===== config.mk =====
export PLATFORM = sky130hd
export DESIGN_NAME = mngg_ram
export DESIGN_NICKNAME = d
export VERILOG_FILES = /design/src/rtl/core/multiband_noise_gate_gain_unit_defines.svh /design/src/rtl/core/mngg_ram.sv
export SDC_FILE = /design/constraint.sdc
export NUM_CORES = 1
export LEC_CHECK = 0
export BUFFER_PORTS_ARGS = -buffer_cell sky130_fd_sc_hd__buf_2
export CAP_MARGIN = 20
export CELL_PAD_IN_SITES_DETAIL_PLACEMENT = 0
export CELL_PAD_IN_SITES_GLOBAL_PLACEMENT = 1
export CORE_UTILIZATION = 55
export CTS_CLUSTER_SIZE = 20
export DETAILED_ROUTE_END_ITERATION = 16
export PLACE_DENSITY_LB_ADDON = 0.3
export SKIP_CTS_REPAIR_TIMING = 1
export SLEW_MARGIN = 0
export SYNTH_ARGS = -nofsm -noshare
export SYNTH_HDL_FRONTEND = slang
export SYNTH_SLANG_ARGS = --single-unit

===== constraint.sdc =====
create_clock -name clk -period 5.65 [get_ports clk]
set_input_delay 1.695 -clock clk [delete_from_list [all_inputs] [get_ports clk]]
set_output_delay 1.695 -clock clk [all_outputs]
set_load 0.01 [all_outputs]

===== src/rtl/core/multiband_noise_gate_gain_unit_defines.svh =====
// ---------------------------------------------------------------------------
// multiband noise gate gain unit: assertion macros
// shared concurrent assertion forms, clocked on clk and disabled in reset
// ---------------------------------------------------------------------------
`ifndef MULTIBAND_NOISE_GATE_GAIN_UNIT_DEFINES_SVH
`define MULTIBAND_NOISE_GATE_GAIN_UNIT_DEFINES_SVH

// same-cycle implication
`define MNGG_ASSERT_IMP(label, ante, cons) \
  label: assert property (@(posedge clk) disable iff (!rst_n) (ante) |-> (cons)) \
    else $error("mngg: same-cycle check failed");

// next-cycle implication
`define MNGG_ASSERT_NXT(label, ante, cons) \
  label: assert property (@(posedge clk) disable iff (!rst_n) (ante) |=> (cons)) \
    else $error("mngg: next-cycle check failed");

`endif


===== src/rtl/core/mngg_ram.sv =====
`timescale 1ns / 1ps
// ---------------------------------------------------------------------------
// mngg_ram
// generic single-write, single-read ram with registered read data
// ---------------------------------------------------------------------------
module mngg_ram #(
  parameter int WIDTH = 16,
  parameter int DEPTH = 64
) (
  input  logic                     clk,
  input  logic                     we,
  input  logic [$clog2(DEPTH)-1:0] waddr,
  input  logic [WIDTH-1:0]         wdata,
  input  logic                     re,
  input  logic [$clog2(DEPTH)-1:0] raddr,
  output logic [WIDTH-1:0]         rdata
);

  logic [WIDTH-1:0] mem [DEPTH];

  always_ff @(posedge clk) begin
    if (we) begin
      mem[waddr] <= wdata;
    end
    if (re) begin
      rdata <= mem[raddr];
    end
  end

endmodule


==> results.yml <==
floorplan:
  boundaryPins: 47
  die_h_microns: 272.4
  initial_utilization_pct: 55.95
  die_area_sq_mm: 0.07418
  fp.dieW_microns: 272.4
  rows: 98
  coreArea_sq_mm: 0.07185
power_and_ir_drop:
  p_sw_w: 0.003399
  clockPowerShare_pct: 42.9
  power_w: 0.01643
  leakagePower_nw: 14.47
  peakVddDrop_mv: 0.2720
  p_sw_share_pct: 20.69
  combPwrFrac_pct: 4.8
  p_seq_share_pct: 52.3
  intPower_w: 0.01303
  power_density_mw_per_mm2: 361.7
global_route:
  grt.total_usage_pct: 25.87
  overflow: 0
  grt_pass1_wl_microns: 136000
  grt_start_max_net_pins: 74
  grt_pass1_vias: 19450
  antenna_found_initial: 7
detailed_routing:
  maxUsedRoutingLayer: "met5"
  drc: 0
  wl_met3_microns: 8450
  routed_wl_microns: 93530
  wire_per_inst_microns: 30.89
  wl_met1_microns: 37230
  routed_via_density: 6.365
  drt-initial-drc-count: 2140
  first_pass_iters: 7
  vias: 19270
  wl_met2_microns: 45280
  ant_nets: 0
placement:
  dpl.hpwl_microns: 54770
  dp_slack_ns: 0.8399
  gp_congestion: 0.8508
  portBuffers: 46
worst_setup_path:
  worst_r2r_endpoint: "rdata[9]"
  worst_ep_arrival_time_ns: 4.55
  slowest_stage: "buf_8"
  path_cells: "buf_8 > buf_12 > mux4_1 > mux2_2 > a21oi_1 > nor4_2"
  crit_buf_inv: 2
  worst_path_dominant_cell_family: "buffers and inverters"
  reg2reg_depth: 4
  r2r-start: "mem[56][9]"
  cp.required_ns: 6.03
  slowest_delay_ns: 0.67
  cp-end-kind: "register"
  r2r_setup_slack_ns: 3.31
  critPathKind: "in2reg"
  worst_setup_path_start_kind: "primary input"
  cp_max_fo: 72
min_path:
  hold_start: "mem[10][8]"
  hold_end: "rdata[8]"
  holdPathStages: 5
  worst_hold_path_type: "reg2reg"
layout:
  drive_gt1_share_pct: 27.84
  fin_nets: 2018
  fin_util_pct: 63.22
  multi_input_area_sq_mm: 0.008284
  syn_to_final_growth_pct: 12.99
  nFillCells: 4845
  regArea_sq_mm: 0.03123
cts:
  clk_transition_reported_paths_ns: 0.06
  worstSkewPairLatency_ns: 0.67
  root_buffer: "clkbuf_16"
  htree_levels: 3
  numClockSinks: 1040
  numCtsBuffers: 103
  cts_tree: "done"
  cts_buffer_depth: 3
sta:
  setup_ws_ns: 1.484
  fin_crit_sh_pct: 73.73
  final_hold_viol_count: 0
  finalSetupViolations: 0
  skew_ns: 0.03115
  rsz0062_at_grt: "false"
  timing.fmax_mhz: 240.1
  fin_tns_setup_ns: 0
  drv_slew: 0
  slew_headroom_pct: 30.89
  tightest_slew_ns: 1.036
  period_minus_slack_ns: 4.166
logic_synthesis:
  netlist_area_sq_mm: 0.04020
  yosys.area.top_type: "edfxtp_1"
  ys_warn_count: 0
  synth.top_cell.area_share_pct: 77.68
  synth_area_per_cell_sq_um: 21.98
  synth-seq-cells: 1040
  syn_inst: 1829
  ys.flop_type: "edfxtp_1"
  ys_top_cells_by_area: "edfxtp_1 (78%), mux4_2 (12%), mux2i_1 (2.1%)"
  async_reset_ff_share_pct: 0
  synthDistinctLibCells: 42
  synthesis.nets: 1860
  yosysSeqAreaShare_pct: 77.68
  synth_edf_count: 1040
flow_run:
  drv_cap: 0
run_status:
  status: "finished, final reports clean"
## stage by stage
step           hold WS (ns)  cells  cell area, sq um
2_1_floorplan        0.8280   1829             40200
3_3_place_gp         0.9198   2828             41840
3_5_place_dp         0.9304   2831             41880
4_1_cts              0.9669   3025             45390
5_1_grt               1.011   3026             45420
6_report             0.9653   3028             45420
## state kept, by name (all words and copies together), names as in the netlist
register  cells
rdata        16
mem        1024
## power by group through the flow
| stage | Combinational (W) | Clock, W | Sequential (W) |
|---|---|---|---|
| final | 0.000787 | 0.00706 | 0.00859 |
| after global routing | 0.000830 | 0.00742 | 0.00859 |
| after CTS | 0.000789 | 0.00714 | 0.00859 |
| after detailed placement | 0.000786 | 0 | 0.00875 |
| after global placement | 0.000768 | 0 | 0.00874 |
| after floorplan | 0.000442 | 0 | 0.00874 |
## cell usage in the layout (no fill, tap or decap), drive strengths merged, types with 3 or more instances in the layout
cell         n
mux2i       85
nand3       24
a221oi      16
and4         5
edfxtp    1040
buf        156
a211o        8
nand2b       3
o21ai        8
nand4       12
nand2       60
inv          7
clkinvlp     5
a21oi       17
a311oi       8
a211oi       8
mux2        27
nor2b       30
a22o         6
a22oi       39
nor2        74
a41oi        5
nor4         3
bufinv      18
a31oi        8
clkinv      42
mux4       224
a221o        6
clkbuf     123
## worst reg2reg max path, stage by stage, from the launching register on
cell      delay (ns)
edfxtp_1        0.38
mux4_2          0.47
mux2_2          0.28
a221oi_1        0.81
a311oi_1        0.11
## metal layers
metal,GRT usage (%),vias to the layer above
li1,-,8013
met1,36.45,10260
met2,40.95,861
met3,5.492,138
met4,8.205,6
met5,0,-
## kinds of logic after synthesis
group           synth area share [%]
simple gates                   2.636
compound gates                 2.400
buf+inv                        1.824
mux                            15.46
flops                          77.68
## layout make-up
| cell class | count | share of cell area, % |
|---|---|---|
| Sequential cell | 1040 | 68.75 |
| Multi-Input combinational cell | 685 | 18.24 |
| Clock buffer | 122 | 5.831 |
| Timing Repair Buffer | 157 | 2.658 |
| Tap cell | 950 | 2.617 |
| Clock inverter | 72 | 1.892 |
| Antenna cell | 2 | 0.01102 |
## worst max-delay path by stage
stage,start,endpoint,cells after the start
floorplan,waddr[3],mem[48][0],4
global placement,raddr[0],rdata[6],6
detailed placement,raddr[0],rdata[6],6
CTS,raddr[0],rdata[6],6
global route,raddr[0],rdata[6],6
finish,raddr[0],rdata[6],6
## Yosys cell counts (3+ instances only)
cell type / count
mux4_2: 220
nand4_1: 12
o21ai_0: 5
a211oi_1: 8
a22o_1: 6
nand3_1: 24
nor4_2: 3
buf_1: 3
a21oi_1: 17
clkbuf_1: 24
nor2b_1: 30
nand2_1: 59
nor2_1: 72
a31oi_1: 8
a311oi_1: 8
a221oi_1: 16
edfxtp_1: 1040
nand2b_1: 3
a211o_1: 8
buf_2: 36
buf_4: 13
buf_6: 17
a41oi_1: 5
buf_12: 5
and4_1: 5
buf_8: 3
a221o_1: 6
mux4_1: 4
a22oi_1: 39
mux2i_1: 85
o21ai_1: 3
mux2_2: 27
No activity file was read; power rests on OpenSTA's default activity.
