File: src/rtl/core/multiband_noise_gate_gain_unit_defines.svh
// ---------------------------------------------------------------------------
// multiband noise gate gain unit: assertion macros
// shared concurrent assertion forms, clocked on clk and disabled in reset
// ---------------------------------------------------------------------------
`ifndef MULTIBAND_NOISE_GATE_GAIN_UNIT_DEFINES_SVH
`define MULTIBAND_NOISE_GATE_GAIN_UNIT_DEFINES_SVH

// same-cycle implication
`define MNGG_ASSERT_IMP(label, ante, cons) \
  label: assert property (@(posedge clk) disable iff (!rst_n) (ante) |-> (cons)) \
    else $error("mngg: same-cycle check failed");

// next-cycle implication
`define MNGG_ASSERT_NXT(label, ante, cons) \
  label: assert property (@(posedge clk) disable iff (!rst_n) (ante) |=> (cons)) \
    else $error("mngg: next-cycle check failed");

`endif

File: src/rtl/core/mngg_pkg.sv
`timescale 1ns / 1ps
// ---------------------------------------------------------------------------
// mngg_pkg
// types, constants and the gain lookup table of the noise gate gain unit
// ---------------------------------------------------------------------------
package mngg_pkg;

  localparam int MAX_BANDS        = 64;
  localparam int BAND_W           = $clog2(MAX_BANDS);
  localparam int GAIN_TABLE_DEPTH = 1024;
  localparam int IDX_W            = $clog2(GAIN_TABLE_DEPTH);
  localparam int CFG_ADDR_W       = 5;

  localparam logic [31:0]        GAIN_STEP_Q32 = 32'd4233600378;
  localparam logic signed [17:0] FLOOR_RESET   = -18'sd25600;
  localparam logic [15:0]        UNITY_GAIN    = 16'd32768;
  localparam logic [16:0]        Q16_ONE       = 17'd65536;
  localparam logic signed [19:0] RAMP_Q8       = 20'sd1536;
  localparam logic [14:0]        RED_MAX       = 15'd30720;

  // register reset values
  localparam logic [6:0]         NUM_BANDS_RST = 7'd64;
  localparam logic signed [14:0] THRESH_RST    = 15'sd1536;
  localparam logic signed [15:0] REDUCT_RST    = -16'sd5120;
  localparam logic [16:0]        ALPHA_RST     = 17'd62259;
  localparam logic [16:0]        ATTACK_RST    = 17'd52429;
  localparam logic [16:0]        RELEASE_RST   = 17'd62259;

  typedef enum logic [2:0] {
    REG_NUM_BANDS = 3'd0,
    REG_THRESHOLD = 3'd1,
    REG_REDUCTION = 3'd2,
    REG_ALPHA     = 3'd3,
    REG_ATTACK    = 3'd4,
    REG_RELEASE   = 3'd5
  } reg_idx_t;

  typedef struct packed {
    logic [6:0]         num_bands;
    logic signed [14:0] threshold_db;
    logic signed [15:0] reduction_db;
    logic [16:0]        noise_alpha;
    logic [16:0]        attack_coeff;
    logic [16:0]        release_coeff;
  } cfg_t;

  typedef enum logic [3:0] {
    S_IDLE,
    S_RD,
    S_FLR,
    S_TGT,
    S_RAMP,
    S_DIV,
    S_LUT,
    S_SMOOTH,
    S_WB
  } seq_state_t;

  typedef logic [15:0] gain_tab_t [GAIN_TABLE_DEPTH];

  // 10^(-i/160) in q1.15, built by repeated q32 multiplication
  function automatic gain_tab_t build_gain_table();
    gain_tab_t   tab;
    logic [63:0] g;
    g = 64'd1 << 30;
    for (int i = 0; i < GAIN_TABLE_DEPTH; i++) begin
      tab[i] = 16'((g + 64'd16384) >> 15);
      g = (g * {32'd0, GAIN_STEP_Q32} + (64'd1 << 31)) >> 32;
    end
    return tab;
  endfunction

  localparam gain_tab_t GAIN_TABLE = build_gain_table();

endpackage

File: src/rtl/core/mngg_cfg.sv
`timescale 1ns / 1ps
// ---------------------------------------------------------------------------
// mngg_cfg
// apb register file holding the gate settings
// ---------------------------------------------------------------------------
module mngg_cfg
  import mngg_pkg::*;
(
  input  logic                  clk,
  input  logic                  rst_n,
  input  logic                  psel,
  input  logic                  penable,
  input  logic                  pwrite,
  input  logic [CFG_ADDR_W-1:0] paddr,
  input  logic [31:0]           pwdata,
  output logic [31:0]           prdata,
  output logic                  pready,
  output cfg_t                  cfg
);

  cfg_t     cfg_r;
  cfg_t     cfg_nxt;
  reg_idx_t idx;
  logic     wr_en;

  assign idx    = reg_idx_t'(paddr[CFG_ADDR_W-1:2]);
  assign wr_en  = psel && penable && pwrite;
  assign pready = 1'b1;
  assign cfg    = cfg_r;

  always_comb begin
    cfg_nxt = cfg_r;
    if (wr_en) begin
      unique case (idx)
        REG_NUM_BANDS: cfg_nxt.num_bands     = pwdata[6:0];
        REG_THRESHOLD: cfg_nxt.threshold_db  = signed'(pwdata[14:0]);
        REG_REDUCTION: cfg_nxt.reduction_db  = signed'(pwdata[15:0]);
        REG_ALPHA:     cfg_nxt.noise_alpha   = pwdata[16:0];
        REG_ATTACK:    cfg_nxt.attack_coeff  = pwdata[16:0];
        REG_RELEASE:   cfg_nxt.release_coeff = pwdata[16:0];
        default:       cfg_nxt = cfg_r;
      endcase
    end
  end

  always_comb begin
    unique case (idx)
      REG_NUM_BANDS: prdata = {25'd0, cfg_r.num_bands};
      REG_THRESHOLD: prdata = {17'd0, cfg_r.threshold_db};
      REG_REDUCTION: prdata = {16'd0, cfg_r.reduction_db};
      REG_ALPHA:     prdata = {15'd0, cfg_r.noise_alpha};
      REG_ATTACK:    prdata = {15'd0, cfg_r.attack_coeff};
      REG_RELEASE:   prdata = {15'd0, cfg_r.release_coeff};
      default:       prdata = 32'd0;
    endcase
  end

  always_ff @(posedge clk) begin
    if (!rst_n) begin
      cfg_r.num_bands     <= NUM_BANDS_RST;
      cfg_r.threshold_db  <= THRESH_RST;
      cfg_r.reduction_db  <= REDUCT_RST;
      cfg_r.noise_alpha   <= ALPHA_RST;
      cfg_r.attack_coeff  <= ATTACK_RST;
      cfg_r.release_coeff <= RELEASE_RST;
    end else begin
      cfg_r <= cfg_nxt;
    end
  end

endmodule
File: config.mk
export PLATFORM = sky130hd
export DESIGN_NAME = mngg_cfg
export DESIGN_NICKNAME = d
export VERILOG_FILES = /design/src/rtl/core/multiband_noise_gate_gain_unit_defines.svh /design/src/rtl/core/mngg_pkg.sv /design/src/rtl/core/mngg_cfg.sv
export SDC_FILE = /design/constraint.sdc
export NUM_CORES = 1
export LEC_CHECK = 0
export ABC_AREA = 1
export BUFFER_PORTS_ARGS = -buffer_cell sky130_fd_sc_hd__clkbuf_2
export CAP_MARGIN = 20
export CORE_MARGIN = 8
export CORE_UTILIZATION = 45
export CTS_CLUSTER_DIAMETER = 50
export DETAILED_ROUTE_END_ITERATION = 12
export MAX_ROUTING_LAYER = met4
export PLACE_DENSITY = 0.7
export SLEW_MARGIN = 15
export SYNTH_ARGS = -nofsm -noshare
export SYNTH_HDL_FRONTEND = slang
export SYNTH_SLANG_ARGS = --single-unit
File: constraint.sdc
create_clock -name clk -period 2.6 [get_ports clk]
set_clock_uncertainty 0.2 [all_clocks]
set_input_delay 0.65 -clock clk [delete_from_list [all_inputs] [get_ports clk]]
set_output_delay 0.65 -clock clk [all_outputs]
set_load 0.05 [all_outputs]
==> reports/qor.csv <==
stage,metric,value,unit
worst_setup_path,endpoint class of the critical path,output port,
drt,drt first pass iters,5,
synthesis,Adder-Cell Fraction of Synth Area,0,
worst_setup_path,CP Max Fanout,12,
sta,count of final max-slew check failures,0,
sta,Slew @ Worst Pin,0.644,ns
synthesis,synth unique cells,22,
worst_setup_path,Buf/Inv on CP,5,
sta,Fin. Hold Viols,0,
die,DIE AREA,13500,µm²
clock_network,H-tree levels,3,
worst_setup_path,Crit Path Class,in -> out,
synthesis,Post-Syn Area,4500,µm²
worst_setup_path,Reg2Reg Setup Slack,1.76,ns
drt,Post-DRT Antenna Nets,0,
clock_network,clk_lat worst skew,0.35,ns
die,starting density of the core,0.463,
run,max-capacitance violation count,0,
clock_network,CTS tree,built,
global_routing,first-pass GRT wire length,24400,µm
synthesis,"Top FF cell, synth",dfxtp_1,
synthesis,number of synthesized flops with an enable pin,0,
layout,max reg flops,89,
layout,Diodes inserted,0,
global_routing,vias in the first global route,4636,
synthesis,synthesis warning total,0,
synthesis,simple-gate share of the synthesized area,0.476,
drt,DRT iter0 DRCs,598,
sta,relative max-transition margin,0.571,
sta,Setup Viol. Count Final,0,
synthesis,Synth top area share,0.396,
die,Die Ht,116,µm
synthesis,Synth Area in Compound Gates,0.0133,
die,die span in x,116,µm
synthesis,number of cells produced by synthesis,688,
clock_network,Sink Count,89,
placement,IO buf count,130,
layout,share of post-route cells with drive strength above 1,0.269,
synthesis,sequential share of the synthesized area,0.396,
clock_network,clk buf depth,2,
worst_setup_path,data arrival time of the worst path,1.70,ns
global_routing,GRT Util Overall,0.242,
clock_network,CTS buffer count,9,
drt,Vias,5010,
sta,RSZ-0062 raised after global routing,yes,
placement,hpwl dp,11900,µm
worst_hold_path,hold crit path type,reg -> reg,
synthesis,Avg Inst Size Synth,6.55,µm²
synthesis,#FFs+latches synth,89,
sta,fmax,392,MHz
synthesis,post-synthesis mux area share,0,
placement,RD Place Congestion,0.911,
drt,post-DR vias/cell,5.25,
die,row count,36,
worst_setup_path,critical path startpoint category,input port,
synthesis,largest family of logic cells by synthesized area,simple AND/OR/NAND/NOR gates,
layout,fin cells,954,
clock_network,CTS root buffer,clkbuf_8,
synthesis,Post-synth ARST share,0,
sta,Final Cycle Share,0.981,
power_and_ir_drop,PD cells,490,nW/µm²
global_routing,global route total overflow,0,
layout,"Core Util, Final",0.608,
placement,placed insts,936,
worst_setup_path,delay of the slowest critical-path stage,0.18,ns
worst_setup_path,worst-path cell chain,clkbuf_4 -> inv_4 -> nand2_2 -> nor2_4 -> buf_12 -> nand2_1 -> nand2_1 -> inv_1 -> nand2_1 -> buf_12,
synthesis,biggest area consumer among synthesized cells,dfxtp_1,
global_routing,initial antenna violation count,0,
power_and_ir_drop,leakage power,0.00289,µW
synthesis,"count leader, synth",nand2_1,
worst_setup_path,"CP delay by family, top",buffers and inverters,
sta,Tmin final,2.55,ns
worst_setup_path,Worst EP required,1.75,ns
power_and_ir_drop,worst vdd ir,0.276,mV
clock_network,clk slew on worst S/H paths,0.09,ns
die,core area,9730,µm²
synthesis,most frequent cells after synthesis,"nand2_1, nor2_1, nand3_1, dfxtp_1, nand4_1",
layout,NumNets Final,858,
worst_setup_path,CP max stage cell,clkbuf_4,
drt,Detailed Route WL,15800,µm
global_routing,largest net degree at the start of global routing,36,
layout,Area Growth Syn to Fin,31.3,%
synthesis,xor and xnor area share after synthesis,0,
drt,DRC viols,0,
synthesis,"top cells by area, synth","dfxtp_1, nand2_1, nand3_1",
die,number of I/O pins,164,
run_status,status,"finished, final reports clean",
worst_setup_path,cell mode on critical path,nand2_1,
drt,drt wl/cell,16.6,µm
-- kinds of logic after synthesis --
| group | count (synthesis) |
|---|---|
| flops | 89 |
| compound gates | 12 |
| buf+inv | 94 |
| simple gates | 491 |
| other cells | 2 |
-- final timing paths --
| path | startpoint | end | cells past startpoint |
|---|---|---|---|
| setup reg to reg | cfg[53] | cfg[53] | 2 |
| setup / recovery | paddr[4] | prdata[2] | 10 |
| hold reg to reg | cfg[65] | cfg[65] | 2 |
| hold / removal | cfg[65] | cfg[65] | 2 |
-- report_power, final --
part	internal, µW	total, µW	switching [µW]
Combinational	208	640	432
Sequential	1380	1400	15.8
Clock	351	861	510
-- cell usage in the layout, fill, tap and decap left out --
cell type / n
nand3_2: 3
nand3_4: 1
nor2_4: 8
inv_6: 1
conb_1: 16
inv_2: 2
nand4_1: 31
clkinvlp_4: 1
nand2_1: 205
buf_12: 28
inv_1: 27
nand2_2: 12
o21ai_0: 11
clkbuf_8: 9
clkinv_4: 2
nand3_1: 107
clkinv_1: 1
bufbuf_16: 1
dfxtp_1: 89
a21oi_1: 1
clkinv_2: 2
clkbuf_4: 2
clkbuf_2: 110
nor2_2: 13
nor2_1: 111
inv_4: 1
clkbuf_1: 1
buf_4: 25
-- metal layers --
layer | track usage | part of all wire | vias up | routed length (µm)
met2 | 0.377 | 0.48 | 291 | 7520
met3 | 0.0453 | 0.082 | 46 | 1300
li1 | - | - | 2423 | -
met1 | 0.287 | 0.39 | 2250 | 6240
met5 | - | 0 | - | 0
met4 | 0.137 | 0.047 | 0 | 751
-- layout make-up --
type | count | area (µm²)
clock buffers | 10 | 128
clock inverters | 6 | 43.8
fillers | 914 | 3810
inverters | 31 | 119
multi-input cells | 519 | 2330
flip-flops and latches | 89 | 1780
well taps | 133 | 166
repair buffers | 166 | 1350
-- timing repair --
item | in CTS | in global routing
cloned | 1 | 0
gates resized for setup | 10 | 11
hold buffers | 0 | 0
endpoints found under the hold margin | 0 | 0
pin swaps | 0 | 0
buffers inserted | 1 | 0
setup endpoints to repair | 17 | 15
-- worst register-to-register path: stages (launching register included) --
cell	delay, ns
dfxtp_1	0.39
nor2_1	0.06
nor2_1	0.13
-- through the flow --
stage | power (µW) | cell area, µm² | setup WS [ns] | setup TNS [ns] | hold WS [ns]
5_1_grt | 3010 | 5910 | -0.0228 | -0.0228 | 0.311
6_report | 2900 | 5910 | 0.0490 | 0 | 0.294
3_5_place_dp | 2050 | 5650 | -0.173 | -1.17 | 0.272
3_3_place_gp | 2040 | 5650 | -0.122 | -0.946 | 0.265
2_1_floorplan | 1820 | 4580 | 0.00746 | 0 | 0.496
4_1_cts | 2900 | 5890 | 0.00130 | 0 | 0.290
No activity file was read; power rests on OpenSTA's default activity.
